--- src/sv/malc_pkg.sv ---
// Shared types and constants of the moving-average level classifier.
package malc_pkg;

    localparam int SAMPLE_W = 10;
    localparam int BAND_W   = 3;

    // Reset values of the four band thresholds
    localparam logic [SAMPLE_W-1:0] THR_ONE_RST   = 10'd200;
    localparam logic [SAMPLE_W-1:0] THR_TWO_RST   = 10'd400;
    localparam logic [SAMPLE_W-1:0] THR_THREE_RST = 10'd600;
    localparam logic [SAMPLE_W-1:0] THR_FOUR_RST  = 10'd800;

    // Register index, taken from paddr[3:2]
    typedef enum logic [1:0] {
        REG_THRESHOLD_ONE   = 2'd0,
        REG_THRESHOLD_TWO   = 2'd1,
        REG_THRESHOLD_THREE = 2'd2,
        REG_THRESHOLD_FOUR  = 2'd3
    } t_reg_idx;

    // Level band codes
    localparam logic [BAND_W-1:0] BAND_ZERO  = 3'd0;
    localparam logic [BAND_W-1:0] BAND_ONE   = 3'd1;
    localparam logic [BAND_W-1:0] BAND_TWO   = 3'd2;
    localparam logic [BAND_W-1:0] BAND_THREE = 3'd3;
    localparam logic [BAND_W-1:0] BAND_FOUR  = 3'd4;

    // One window slot handed from cell to cell
    typedef struct packed {
        logic                valid;
        logic [SAMPLE_W-1:0] data;
    } t_slot;

    // Threshold set from the register block
    typedef struct packed {
        logic [SAMPLE_W-1:0] one;
        logic [SAMPLE_W-1:0] two;
        logic [SAMPLE_W-1:0] three;
        logic [SAMPLE_W-1:0] four;
    } t_thresholds;

endpackage

--- src/sv/malc_cell.sv ---
// One window cell: holds a sample and passes it on to the next cell on each shift.
module malc_cell
    import malc_pkg::*;
(
    input  logic  i_clk,
    input  logic  i_rst_n,
    input  logic  i_shift,
    input  t_slot i_prev,
    output t_slot o_slot
);

    logic                r_valid;
    logic [SAMPLE_W-1:0] r_data;

    always_ff @(posedge i_clk) begin
        if (!i_rst_n) begin
            r_valid <= 1'b0;
        end else if (i_shift) begin
            r_valid <= i_prev.valid;
        end
    end

    always_ff @(posedge i_clk) begin
        if (i_shift) begin
            r_data <= i_prev.data;
        end
    end

    // An empty cell reads as zero
    assign o_slot.valid = r_valid;
    assign o_slot.data  = r_valid ? r_data : '0;

endmodule

--- src/sv/malc_cfg.sv ---
// APB register block holding the four band thresholds.
module malc_cfg
    import malc_pkg::*;
(
    input  logic        i_clk,
    input  logic        i_rst_n,
    input  logic        psel,
    input  logic        penable,
    input  logic        pwrite,
    input  logic [3:0]  paddr,
    input  logic [31:0] pwdata,
    output logic [31:0] prdata,
    output logic        pready,
    output t_thresholds o_thr
);

    t_thresholds r_thr;
    t_reg_idx    w_idx;
    logic        w_wr;

    assign w_idx  = t_reg_idx'(paddr[3:2]);
    assign w_wr   = psel && penable && pwrite && pready;
    assign pready = 1'b1;
    assign o_thr  = r_thr;

    always_ff @(posedge i_clk) begin
        if (!i_rst_n) begin
            r_thr.one   <= THR_ONE_RST;
            r_thr.two   <= THR_TWO_RST;
            r_thr.three <= THR_THREE_RST;
            r_thr.four  <= THR_FOUR_RST;
        end else if (w_wr) begin
            case (w_idx)
                REG_THRESHOLD_ONE:   r_thr.one   <= pwdata[SAMPLE_W-1:0];
                REG_THRESHOLD_TWO:   r_thr.two   <= pwdata[SAMPLE_W-1:0];
                REG_THRESHOLD_THREE: r_thr.three <= pwdata[SAMPLE_W-1:0];
                REG_THRESHOLD_FOUR:  r_thr.four  <= pwdata[SAMPLE_W-1:0];
                default: ;
            endcase
        end
    end

    always_comb begin
        case (w_idx)
            REG_THRESHOLD_ONE:   prdata = 32'(r_thr.one);
            REG_THRESHOLD_TWO:   prdata = 32'(r_thr.two);
            REG_THRESHOLD_THREE: prdata = 32'(r_thr.three);
            REG_THRESHOLD_FOUR:  prdata = 32'(r_thr.four);
            default:             prdata = '0;
        endcase
    end

endmodule

--- src/sv/moving_average_level_classifier_core.sv ---
// Top level of the moving-average level classifier: window chain, sum, divide and band stages.
//
// Usage:
//   s_axis carries one 10-bit converter sample per transaction in tdata[9:0].
//   m_axis returns one result per sample once the window holds WINDOW_LENGTH
//   samples: tdata[9:0] is the truncated window mean, tdata[12:10] the level
//   band 0..4. The first WINDOW_LENGTH-1 samples after reset give no result.
//   The APB port holds four thresholds at byte addresses 0, 4, 8 and 12; a
//   band's upper edge is inclusive and the first threshold at or above the
//   mean wins. Write them only while the block is idle.
// Timing:
//   One sample per cycle sustained while m_axis accepts results. The window
//   shift and the running-sum update happen together on the accepting edge,
//   which sets that rate. A result reaches m_axis through the sum register,
//   the reciprocal multiply register and the band/output register, in order.
// Reset:
//   Cell valid bits, the running sum and the pipeline valids clear at once; an
//   empty cell reads as zero. No clearing pass is needed.
// Stall:
//   A stalled m_axis holds its result; the inner stages keep filling bubbles
//   and s_axis_tready drops only once every stage holds a result.
module moving_average_level_classifier_core
    import malc_pkg::*;
#(
    parameter int WINDOW_LENGTH = 16
) (
    input  logic        i_clk,
    input  logic        i_rst_n,
    // sample stream in
    input  logic        s_axis_tvalid,
    output logic        s_axis_tready,
    input  logic [15:0] s_axis_tdata,   // [9:0] sample, [15:10] zero
    // result stream out
    output logic        m_axis_tvalid,
    input  logic        m_axis_tready,
    output logic [15:0] m_axis_tdata,   // [9:0] mean_value, [12:10] band, [15:13] zero
    // configuration
    input  logic        psel,
    input  logic        penable,
    input  logic        pwrite,
    input  logic [3:0]  paddr,
    input  logic [31:0] pwdata,
    output logic [31:0] prdata,
    output logic        pready
);

    localparam int LOG_N   = $clog2(WINDOW_LENGTH);
    localparam int SUM_W   = SAMPLE_W + LOG_N;
    localparam int SHIFT_K = SUM_W + LOG_N;
    localparam int RECIP_W = SUM_W + 1;
    localparam int PROD_W  = SUM_W + RECIP_W;
    // Rounded-up reciprocal: exact quotient for every sum below 2**SUM_W
    localparam logic [63:0] RECIP_FULL =
        ((64'd1 << SHIFT_K) + 64'(WINDOW_LENGTH) - 64'd1) / 64'(WINDOW_LENGTH);
    localparam logic [RECIP_W-1:0] RECIP = RECIP_FULL[RECIP_W-1:0];
    localparam logic [SUM_W-1:0] SUM_MAX =
        SUM_W'(WINDOW_LENGTH * ((1 << SAMPLE_W) - 1));

    t_thresholds w_thr;

    malc_cfg u_cfg (
        .i_clk   (i_clk),
        .i_rst_n (i_rst_n),
        .psel    (psel),
        .penable (penable),
        .pwrite  (pwrite),
        .paddr   (paddr),
        .pwdata  (pwdata),
        .prdata  (prdata),
        .pready  (pready),
        .o_thr   (w_thr)
    );

    // Stage enables: a stage loads when it is empty or the next one loads
    logic w_en_o;
    logic w_en_2;
    logic w_en_1;
    logic w_accept;

    logic                r_s1_valid;
    logic [SUM_W-1:0]    r_s1_sum;
    logic                r_s2_valid;
    logic [SAMPLE_W-1:0] r_s2_mean;
    logic                r_o_valid;
    logic [SAMPLE_W-1:0] r_o_mean;
    logic [BAND_W-1:0]   r_o_band;

    assign w_en_o        = !r_o_valid || m_axis_tready;
    assign w_en_2        = !r_s2_valid || w_en_o;
    assign w_en_1        = !r_s1_valid || w_en_2;
    assign s_axis_tready = w_en_1;
    assign w_accept      = s_axis_tvalid && s_axis_tready;

    // Window: a chain of cells, newest at the head, oldest drops off the tail
    t_slot w_chain [WINDOW_LENGTH+1];

    assign w_chain[0].valid = 1'b1;
    assign w_chain[0].data  = s_axis_tdata[SAMPLE_W-1:0];

    for (genvar g = 0; g < WINDOW_LENGTH; g++) begin : g_cell
        malc_cell u_cell (
            .i_clk   (i_clk),
            .i_rst_n (i_rst_n),
            .i_shift (w_accept),
            .i_prev  (w_chain[g]),
            .o_slot  (w_chain[g+1])
        );
    end

    // Running sum: add the new sample, drop the one leaving the tail
    logic [SUM_W-1:0] r_sum;
    logic [SUM_W-1:0] n_sum;
    logic             w_full_next;

    assign n_sum = r_sum + SUM_W'(w_chain[0].data) - SUM_W'(w_chain[WINDOW_LENGTH].data);
    // The window is full after this shift once the cell before the tail holds a sample
    assign w_full_next = w_chain[WINDOW_LENGTH-1].valid;

    always_ff @(posedge i_clk) begin
        if (!i_rst_n) begin
            r_sum <= '0;
        end else if (w_accept) begin
            r_sum <= n_sum;
        end
    end

    // Valid bits of the result pipeline
    always_ff @(posedge i_clk) begin
        if (!i_rst_n) begin
            r_s1_valid <= 1'b0;
            r_s2_valid <= 1'b0;
            r_o_valid  <= 1'b0;
        end else begin
            if (w_en_1) begin
                r_s1_valid <= w_accept && w_full_next;
            end
            if (w_en_2) begin
                r_s2_valid <= r_s1_valid;
            end
            if (w_en_o) begin
                r_o_valid <= r_s2_valid;
            end
        end
    end

    // Divide by the window length as a multiply by its reciprocal
    logic [PROD_W-1:0] w_prod;
    assign w_prod = PROD_W'(r_s1_sum) * PROD_W'(RECIP);

    // Band by priority: first threshold at or above the mean
    logic [BAND_W-1:0] w_band;
    always_comb begin
        if (r_s2_mean <= w_thr.one) begin
            w_band = BAND_ZERO;
        end else if (r_s2_mean <= w_thr.two) begin
            w_band = BAND_ONE;
        end else if (r_s2_mean <= w_thr.three) begin
            w_band = BAND_TWO;
        end else if (r_s2_mean <= w_thr.four) begin
            w_band = BAND_THREE;
        end else begin
            w_band = BAND_FOUR;
        end
    end

    // Payload of the result pipeline, no reset
    always_ff @(posedge i_clk) begin
        if (w_en_1) begin
            r_s1_sum <= n_sum;
        end
        if (w_en_2) begin
            r_s2_mean <= w_prod[SHIFT_K +: SAMPLE_W];
        end
        if (w_en_o) begin
            r_o_mean <= r_s2_mean;
            r_o_band <= w_band;
        end
    end

    assign m_axis_tvalid = r_o_valid;
    assign m_axis_tdata  = {3'b000, r_o_band, r_o_mean};

    // A new result on the output comes only from a filled multiply stage
    a_out_from_s2: assert property (@(posedge i_clk) disable iff (!i_rst_n)
        $rose(r_o_valid) |-> $past(r_s2_valid))
        else $error("output became valid without a result in the multiply stage");

    // Input stalls only when every stage holds a result
    a_stall_full: assert property (@(posedge i_clk) disable iff (!i_rst_n)
        !s_axis_tready |-> (r_s1_valid && r_s2_valid && r_o_valid))
        else $error("input stalled while the pipeline has a bubble");

    // Running sum stays within a full window of maximum samples
    a_sum_bound: assert property (@(posedge i_clk) disable iff (!i_rst_n)
        r_sum <= SUM_MAX)
        else $error("running sum out of range");

    // Band code of a result is one of the five bands
    a_band_range: assert property (@(posedge i_clk) disable iff (!i_rst_n)
        r_o_valid |-> (r_o_band <= BAND_FOUR))
        else $error("band code out of range");

endmodule
--- config.mk ---
export PLATFORM = sky130hd
export DESIGN_NAME = moving_average_level_classifier_core
export DESIGN_NICKNAME = d
export VERILOG_FILES = /design/src/sv/malc_pkg.sv /design/src/sv/malc_cell.sv /design/src/sv/malc_cfg.sv /design/src/sv/moving_average_level_classifier_core.sv
export SDC_FILE = /design/constraint.sdc
export NUM_CORES = 1
export LEC_CHECK = 0
export ABC_AREA = 0
export BUFFER_PORTS_ARGS = -buffer_cell sky130_fd_sc_hd__buf_4
export CAP_MARGIN = 5
export CORE_MARGIN = 1
export CORE_UTILIZATION = 49
export CTS_BUF_LIST = sky130_fd_sc_hd__clkbuf_8 sky130_fd_sc_hd__clkbuf_16
export DETAILED_ROUTE_END_ITERATION = 12
export GPL_ROUTABILITY_DRIVEN = 0
export GPL_TIMING_DRIVEN = 1
export HOLD_SLACK_MARGIN = 0.03
export PLACE_DENSITY = 0.68
export SLEW_MARGIN = 25
export SYNTH_ARGS = -nofsm -noshare
export SYNTH_HDL_FRONTEND = slang
export SYNTH_HIERARCHICAL = 1
export SYNTH_SLANG_ARGS = --single-unit
--- constraint.sdc ---
create_clock -name i_clk -period 11.8 [get_ports i_clk]
set_input_delay 2.36 -clock i_clk [delete_from_list [all_inputs] [get_ports i_clk]]
set_output_delay 2.36 -clock i_clk [all_outputs]
set_load 0.05 [all_outputs]
==> flow_metrics.tcl, run 1 <==
set metrics [dict create \
    pin_count 110 \
    post_cts_buffers 0 \
    hold_buffers 0 \
    max_freq_mhz 169 \
    slowest_delay_ns 0.46 \
    antenna_found_initial 0 \
    finalWirelength_microns 20800 \
    drive_above_1_share 0.122 \
    hold_viol_final 0 \
    fin_ws_ns 5.88 \
    via_per_inst 5.01 \
    ff2ff_path_depth 8 \
    setup_viol 0 \
    setup_tns_ns 0 \
    drtAntennaViolNets 0 \
    cts.path.max_buffers 3 \
    period_share 0.502 \
    dieHeight_microns 161 \
    clk_latency_ns 0.53 \
    crit_path_cell_trace "buf_4 -> and2b_1 -> nand3_1 -> buf_4" \
    total_power_mw 2.70 \
    nNetsFinal 1141 \
    port-buffer-count 53 \
    clock-sinks 266 \
    hpwl_microns 13900 \
    swShare 0.304 \
    rsz0062_at_grt "false" \
    cts_inserted_buffers 27 \
    fillers 2070 \
    netlist_area_sq_um 12300 \
    first_global_vias 6584 \
    die-area_sq_um 25800 \
    p_clk_frac 0.315 \
    cts_root_buffer "clkbuf_16" \
    ir_drop_uv 177 \
    drtIter0Drc 448 \
    slew_violations 0 \
    power_per_cell_area_nw_per_um2 199 \
    period_needed_ns 5.92 \
    postSynthCellCount 983 \
    hold_class "flip-flop to flip-flop" \
    clkTransAtPathRegs_ns 0.06 \
    path_class "primary input to output port" \
    grt_usage 0.165 \
    grt_pass1_wl_microns 33900 \
    slew_headroom 0.355 \
    hold_slack_ns 0.419 \
    cts_resized 0 \
    grt_max_degree 80 \
    drtPass1Iterations 5 \
    htree_num_levels 1 \
    ys_warn_count 6 \
    cellLeakagePower_nw 5.58 \
    hold_depth 0 \
    critPathSlowestCell "nand3_1" \
    intPower_mw 1.88 \
    cp_max_fo 13 \
    tightest_slew_ns 0.968 \
    run_status "finished clean" \
    die_w_microns 161 \
    end_kind "output port" \
    comb_power_share 0.243 \
    antenna_cells 0 \
    critical_path_arrival_ns 3.56 \
    power_switching_uw 821 \
    sequentialPowerShare 0.442 \
    preCtsSetupSlack_ns 5.61 \
    core_sq_um 24500 \
    routedWlPerCell_microns 15.3 \
    crit_top_cell "buf_4" \
    area_growth_pct 10.0 \
    syn_avg_cell_area_sq_um 12.6 \
    required_ns 9.44 \
    vias 6825 \
    rows 57 \
    start_kind "primary input" \
    start_util 0.503 \
    skew_ns 0.0101 \
    overflow 0 \
    max_cap_violations 0 \
    cts_tree "built" \
    drc 0 \
]
-- final timing paths --
| kind | endpoint | slack (ns) | from |
|---|---|---|---|
| setup / recovery | s_axis_tready | 5.88 | m_axis_tready |
| hold / removal | r_s2_mean[4] | 0.42 | r_s1_sum[8] |
| setup reg to reg | g_cell[9].u_cell/r_valid | 7.88 | m_axis_tvalid |
| hold reg to reg | r_s2_mean[4] | 0.42 | r_s1_sum[8] |
-- per-layer routing --
layer,vias to the layer above,GRT usage,part of all wire
met5,-,0,0
met4,0,0.0369,0.016
met3,23,0.0287,0.042
met2,118,0.265,0.47
met1,3306,0.234,0.48
li1,3378,-,-
-- critical path: cells and delay by family --
family	cells	cell delay [ns]
buffers and inverters	2	0.48
and+or+nand+nor	2	0.71
-- layout by cell type (no fill, tap or decap), types with 3 or more instances in the layout --
master,n
dfxtp_1,73
mux4_2,10
nand2_1,59
a21o_1,12
mux2i_1,54
nor2_1,38
or3_1,3
clkinv_4,3
clkinvlp_4,4
a211o_1,3
o21ai_1,5
a21oi_1,27
nor2b_1,22
nor3_1,8
clkbuf_16,27
and2_1,160
o21ai_0,7
nand3_1,11
nand4_1,6
o211ai_1,3
edfxtp_1,193
o311ai_1,3
a21boi_1,3
nand2b_1,3
conb_1,27
xnor2_1,11
a32oi_1,4
clkbuf_8,5
buf_4,55
clkinv_2,3
inv_1,96
fa_1,10
ha_1,54
-- layout make-up --
cell class              count  area (sq um)  share of cell area
flip-flops and latches    266          7260               0.534
repair buffers             55           413              0.0304
inverters                  96           365              0.0269
clock buffers              32           744              0.0548
clock inverters            18           159              0.0117
multi-input cells         572          4240               0.312
well taps                 324           405              0.0298
-- metrics by stage --
step                      instances   util  instance area, sq um
after global placement         1313  0.517                 12700
after detailed placement       1313  0.517                 12700
after global routing           1363  0.554                 13600
final                          1363  0.554                 13600
after floorplan                1006      -                 12400
after CTS                      1363  0.554                 13600
-- flip-flops by register name, indices dropped and copies added, names as in the netlist --
register               flops
r_s2_valid                 1
r_s1_sum                  10
r_o_band                   3
m_axis_tvalid              1
g_cell.u_cell/r_data     160
g_cell.u_cell/r_valid     16
r_s2_mean                 10
r_s1_valid                 1
r_o_mean                  10
u_cfg/o_thr               40
r_sum                     14
-- power by group through the flow --
| stage | logic (mW) | clock network, mW | registers, mW |
|---|---|---|---|
| 4_1_cts | 0.659 | 0.876 | 1.20 |
| 5_1_grt | 0.731 | 0.911 | 1.21 |
| 3_5_place_dp | 0.655 | 0 | 1.21 |
| 3_3_place_gp | 0.643 | 0 | 1.21 |
| 6_report | 0.655 | 0.851 | 1.19 |
| 2_1_floorplan | 0.447 | 0 | 1.26 |
(Power assumes the default switching activity.)
==> run 2, diff against run 1 <==
Settings changed: ABC_AREA 0 to 1.
Clock period 11.8 ns to 5.7 ns, I/O delays scaled along.
==> flow_metrics.tcl, run 2 <==
set metrics [dict create \
    layout_common_cells "nand2_1, inv_1, edfxtp_1" \
    hpwl_microns 15800 \
    run_status "finished clean" \
    cts.path.max_buffers 3 \
    routedWlPerCell_microns 12.4 \
    ir_drop_uv 350 \
    post_cts_buffers 0 \
    grt_pass1_wl_microns 37000 \
    critical_path_arrival_ns 2.42 \
    die_w_microns 164 \
    slew_violations 0 \
    rows 58 \
    via_per_inst 4.67 \
    antenna_cells 0 \
    cp_max_fo 18 \
    fillers 2243 \
    required_ns 4.56 \
    hold_path_end "r_s2_mean[0]" \
    area_growth_pct 9.44 \
    drive_above_1_share 0.0767 \
    period_share 0.624 \
    setup_tns_ns 0 \
    start_kind "primary input" \
    cts_tree "built" \
    drc 0 \
    first_global_vias 7911 \
    hold_buffers 0 \
    period_needed_ns 3.56 \
    hold_class "flip-flop to flip-flop" \
    critPathSlowestCell "clkinv_1" \
    nNetsFinal 1589 \
    r2r_slack_ns 2.73 \
    cellLeakagePower_nw 7.46 \
    die-area_sq_um 26900 \
    hold_slack_ns 0.419 \
    drtIter0Drc 583 \
    hold_viol_final 0 \
    stdcell_count 1817 \
    design_area_sq_um 14100 \
    drtAntennaViolNets 0 \
    setup_viol 0 \
    clock-sinks 266 \
    max_freq_mhz 281 \
    finalWirelength_microns 22600 \
    core_sq_um 25500 \
    overflow 0 \
    grt_usage 0.173 \
    crit_path_cell_trace "buf_4 -> nand2_1 -> clkinv_1 -> nand2_1 -> nand4_1 -> buf_4" \
    clkTransAtPathRegs_ns 0.06 \
    start_util 0.505 \
    netlist_area_sq_um 12900 \
    antenna_found_initial 0 \
    rsz0062_at_grt "false" \
    end_kind "output port" \
    r2r-end "g_cell[11].u_cell/r_data[7]" \
    cts_inserted_buffers 27 \
    slew_headroom 0.444 \
    layout_commonest_cell "nand2_1" \
    ff2ff_path_depth 6 \
    grt_max_degree 90 \
    skew_ns 0.00737 \
    power_per_cell_area_nw_per_um2 383 \
    drtPass1Iterations 5 \
    vias 8482 \
    tightest_slew_ns 0.833 \
    htree_num_levels 1 \
    dp.cells 1767 \
    dieHeight_microns 164 \
    dpl_cell_area_sq_um 13200 \
    path_class "primary input to output port" \
    holdCritStartpoint "r_s1_sum[4]" \
    clk_latency_ns 0.54 \
    ys_warn_count 6 \
    top_register "g_cell.u_cell/r_data" \
    max_cap_violations 0 \
    hold_depth 0 \
    port-buffer-count 53 \
    r2r_start "m_axis_tvalid" \
    largest_reg_flops 160 \
    postSynthCellCount 1427 \
    cts_root_buffer "clkbuf_16" \
    pin_count 110 \
    slowest_delay_ns 0.45 \
    cts_resized 0 \
    syn_avg_cell_area_sq_um 9.01 \
]
[run 2: worst max-delay path, delay by kind of cell]
kind                   cells  cell delay (ns)
AND/OR/NAND/NOR            3             0.46
buffers and inverters      3             0.81
[run 2: how the worst max path moves through the flow]
stage                             start                           to
after detailed placement  m_axis_tready  g_cell[11].u_cell/r_data[2]
after global routing      m_axis_tready                s_axis_tready
after global placement    m_axis_tready  g_cell[10].u_cell/r_data[8]
final                          paddr[2]                    prdata[4]
after CTS                 m_axis_tready                s_axis_tready
after floorplan           m_axis_tready   g_cell[0].u_cell/r_data[0]
[run 2: through the flow]
step                      utilization  total power [mW]  setup WS, ns
after global routing            0.552              5.72          2.00
after global placement          0.519              3.73          1.79
final                           0.552              5.39          2.14
after CTS                       0.552              5.44          2.10
after detailed placement        0.519              3.77          1.73
after floorplan                     -              3.47          2.11
[run 2: routing by layer]
layer  track usage  vias up  wire length [microns]
met4        0.0581        0                    604
met3        0.0255       42                   1100
met1         0.228     3885                  10400
li1              -     4374                      -
met2         0.293      181                  10500
met5             0        -                      0
[run 2: power breakdown]
group / total, mW / internal [mW] / switching, mW
clock network: 1.66 / 0.952 / 0.708
registers: 2.48 / 2.34 / 0.142
logic: 1.25 / 0.427 / 0.823
total: 5.39 / 3.72 / 1.67
[run 2: cell type report]
type | instances | area (sq um) | area share
repair buffers | 58 | 435 | 0.0309
clock inverters | 23 | 166 | 0.0118
multi-input cells | 782 | 3880 | 0.276
inverters | 331 | 1250 | 0.0886
clock buffers | 27 | 676 | 0.0480
well taps | 330 | 413 | 0.0293
flip-flops and latches | 266 | 7260 | 0.516
==> run 3, diff against run 2 <==
Settings changed: PLACE_DENSITY 0.68 to 0.7.
Clock period 5.7 ns to 2.9 ns, I/O delays scaled along.
==> flow_metrics.tcl, run 3 (synthesis results as in run 2) <==
set metrics [dict create \
    start_util 0.505 \
    total_power_mw 11.0 \
    antenna_found_initial 0 \
    setup_viol 0 \
    cts_root_buffer "clkbuf_16" \
    fin_ws_ns 0.352 \
    path_class "flip-flop to flip-flop" \
    slew_violations 0 \
    drtPass1Iterations 5 \
    grt_pass1_wl_microns 37800 \
    drtAntennaViolNets 0 \
    pin_count 110 \
    drtIter0Drc 561 \
    intPower_mw 7.65 \
    clk_latency_ns 0.54 \
    dp.cells 1775 \
    end_kind "flip-flop" \
    rsz0062_at_grt "false" \
    area_growth_pct 11.1 \
    rows 58 \
    clkTransAtPathRegs_ns 0.06 \
    hold_class "primary input to flip-flop" \
    preCtsSetupSlack_ns 0.164 \
    hpwl_microns 16100 \
    required_ns 3.20 \
    start_kind "flip-flop" \
    drive_above_1_share 0.0863 \
    setup_tns_ns 0 \
    largest_reg_flops 160 \
    die_w_microns 164 \
    critical_path_arrival_ns 2.84 \
    drc 0 \
    top_register "g_cell.u_cell/r_data" \
    cp_max_fo 11 \
    swShare 0.304 \
    dpl_cell_area_sq_um 13300 \
    core_sq_um 25500 \
    post_cts_buffers 0 \
    slew_headroom 0.538 \
    routedWlPerCell_microns 12.5 \
    via_per_inst 4.72 \
    hold_viol_final 0 \
    period_share 0.879 \
    vias 8621 \
    skew_ns 0.0109 \
    fin_util 0.561 \
    sequentialPowerShare 0.444 \
    design_area_sq_um 14300 \
    tightest_slew_ns 0.692 \
    hold_buffers 0 \
    htree_num_levels 1 \
    cts_inserted_buffers 27 \
    cts_resized 0 \
    overflow 0 \
    p_clk_frac 0.331 \
    power_per_cell_area_nw_per_um2 769 \
    antenna_cells 0 \
    layout_common_cells "nand2_1, inv_1, edfxtp_1" \
    first_global_vias 7994 \
    port-buffer-count 53 \
    cellLeakagePower_nw 7.55 \
    cts.path.max_buffers 3 \
    comb_power_share 0.225 \
    cts_tree "built" \
    layout_commonest_cell "nand2_1" \
    ir_drop_uv 598 \
    clock-sinks 266 \
    finalWirelength_microns 22800 \
    stdcell_count 1825 \
    die-area_sq_um 26900 \
    grt_max_degree 53 \
    max_freq_mhz 392 \
    grt_usage 0.177 \
    power_switching_mw 3.33 \
    period_needed_ns 2.55 \
    hold_slack_ns 0.226 \
    max_cap_violations 0 \
    run_status "finished clean" \
    nNetsFinal 1597 \
    dieHeight_microns 164 \
]
-- run 3: cell type report --
class                   instances  area (sq um)
inverters                     331          1250
clock inverters                15           166
clock buffers                  35           797
repair buffers                 66           533
well taps                     330           413
multi-input cells             782          3880
fillers                      2176         11200
flip-flops and latches        266          7260
-- run 3: routing by layer --
metal	track usage	share of wire	up-vias	wire length [microns]
met1	0.234	0.45	4012	10300
met4	0.0518	0.026	0	588
li1	-	-	4383	-
met5	0	0	-	0
met3	0.0230	0.044	44	1000
met2	0.302	0.48	182	10900
-- run 3: power by group through the flow --
stage               sequential, mW  combinational, mW  clock (mW)
finish                        4.88               2.47        3.64
global route                  4.93               2.81        3.87
CTS                           4.88               2.46        3.71
detailed placement            4.96               2.45           0
global placement              4.95               2.39           0
floorplan                     5.14               1.67           0
-- run 3: path summary, 6_finish.rpt --
path,depth (start not counted),from,endpoint,slack (ns)
min,1,s_axis_tdata[5],g_cell[0].u_cell/r_data[5],0.23
min reg2reg,0,r_s1_sum[10],r_s2_mean[6],0.42
max,13,g_cell[15].u_cell/r_valid,r_s1_sum[12],0.35
max reg2reg,13,g_cell[15].u_cell/r_valid,r_s1_sum[12],0.35
-- run 3: critical path: stages, from the launching register on --
cell     delay (ns)
dfxtp_1        0.53
nand2_1        0.11
inv_1          0.10
fa_1           0.42
inv_1          0.07
ha_1           0.28
nand2_1        0.09
nand2_1        0.08
nor2_2         0.24
inv_1          0.07
nand2_1        0.10
nand3_1        0.07
nand2_1        0.08
nand2_1        0.07
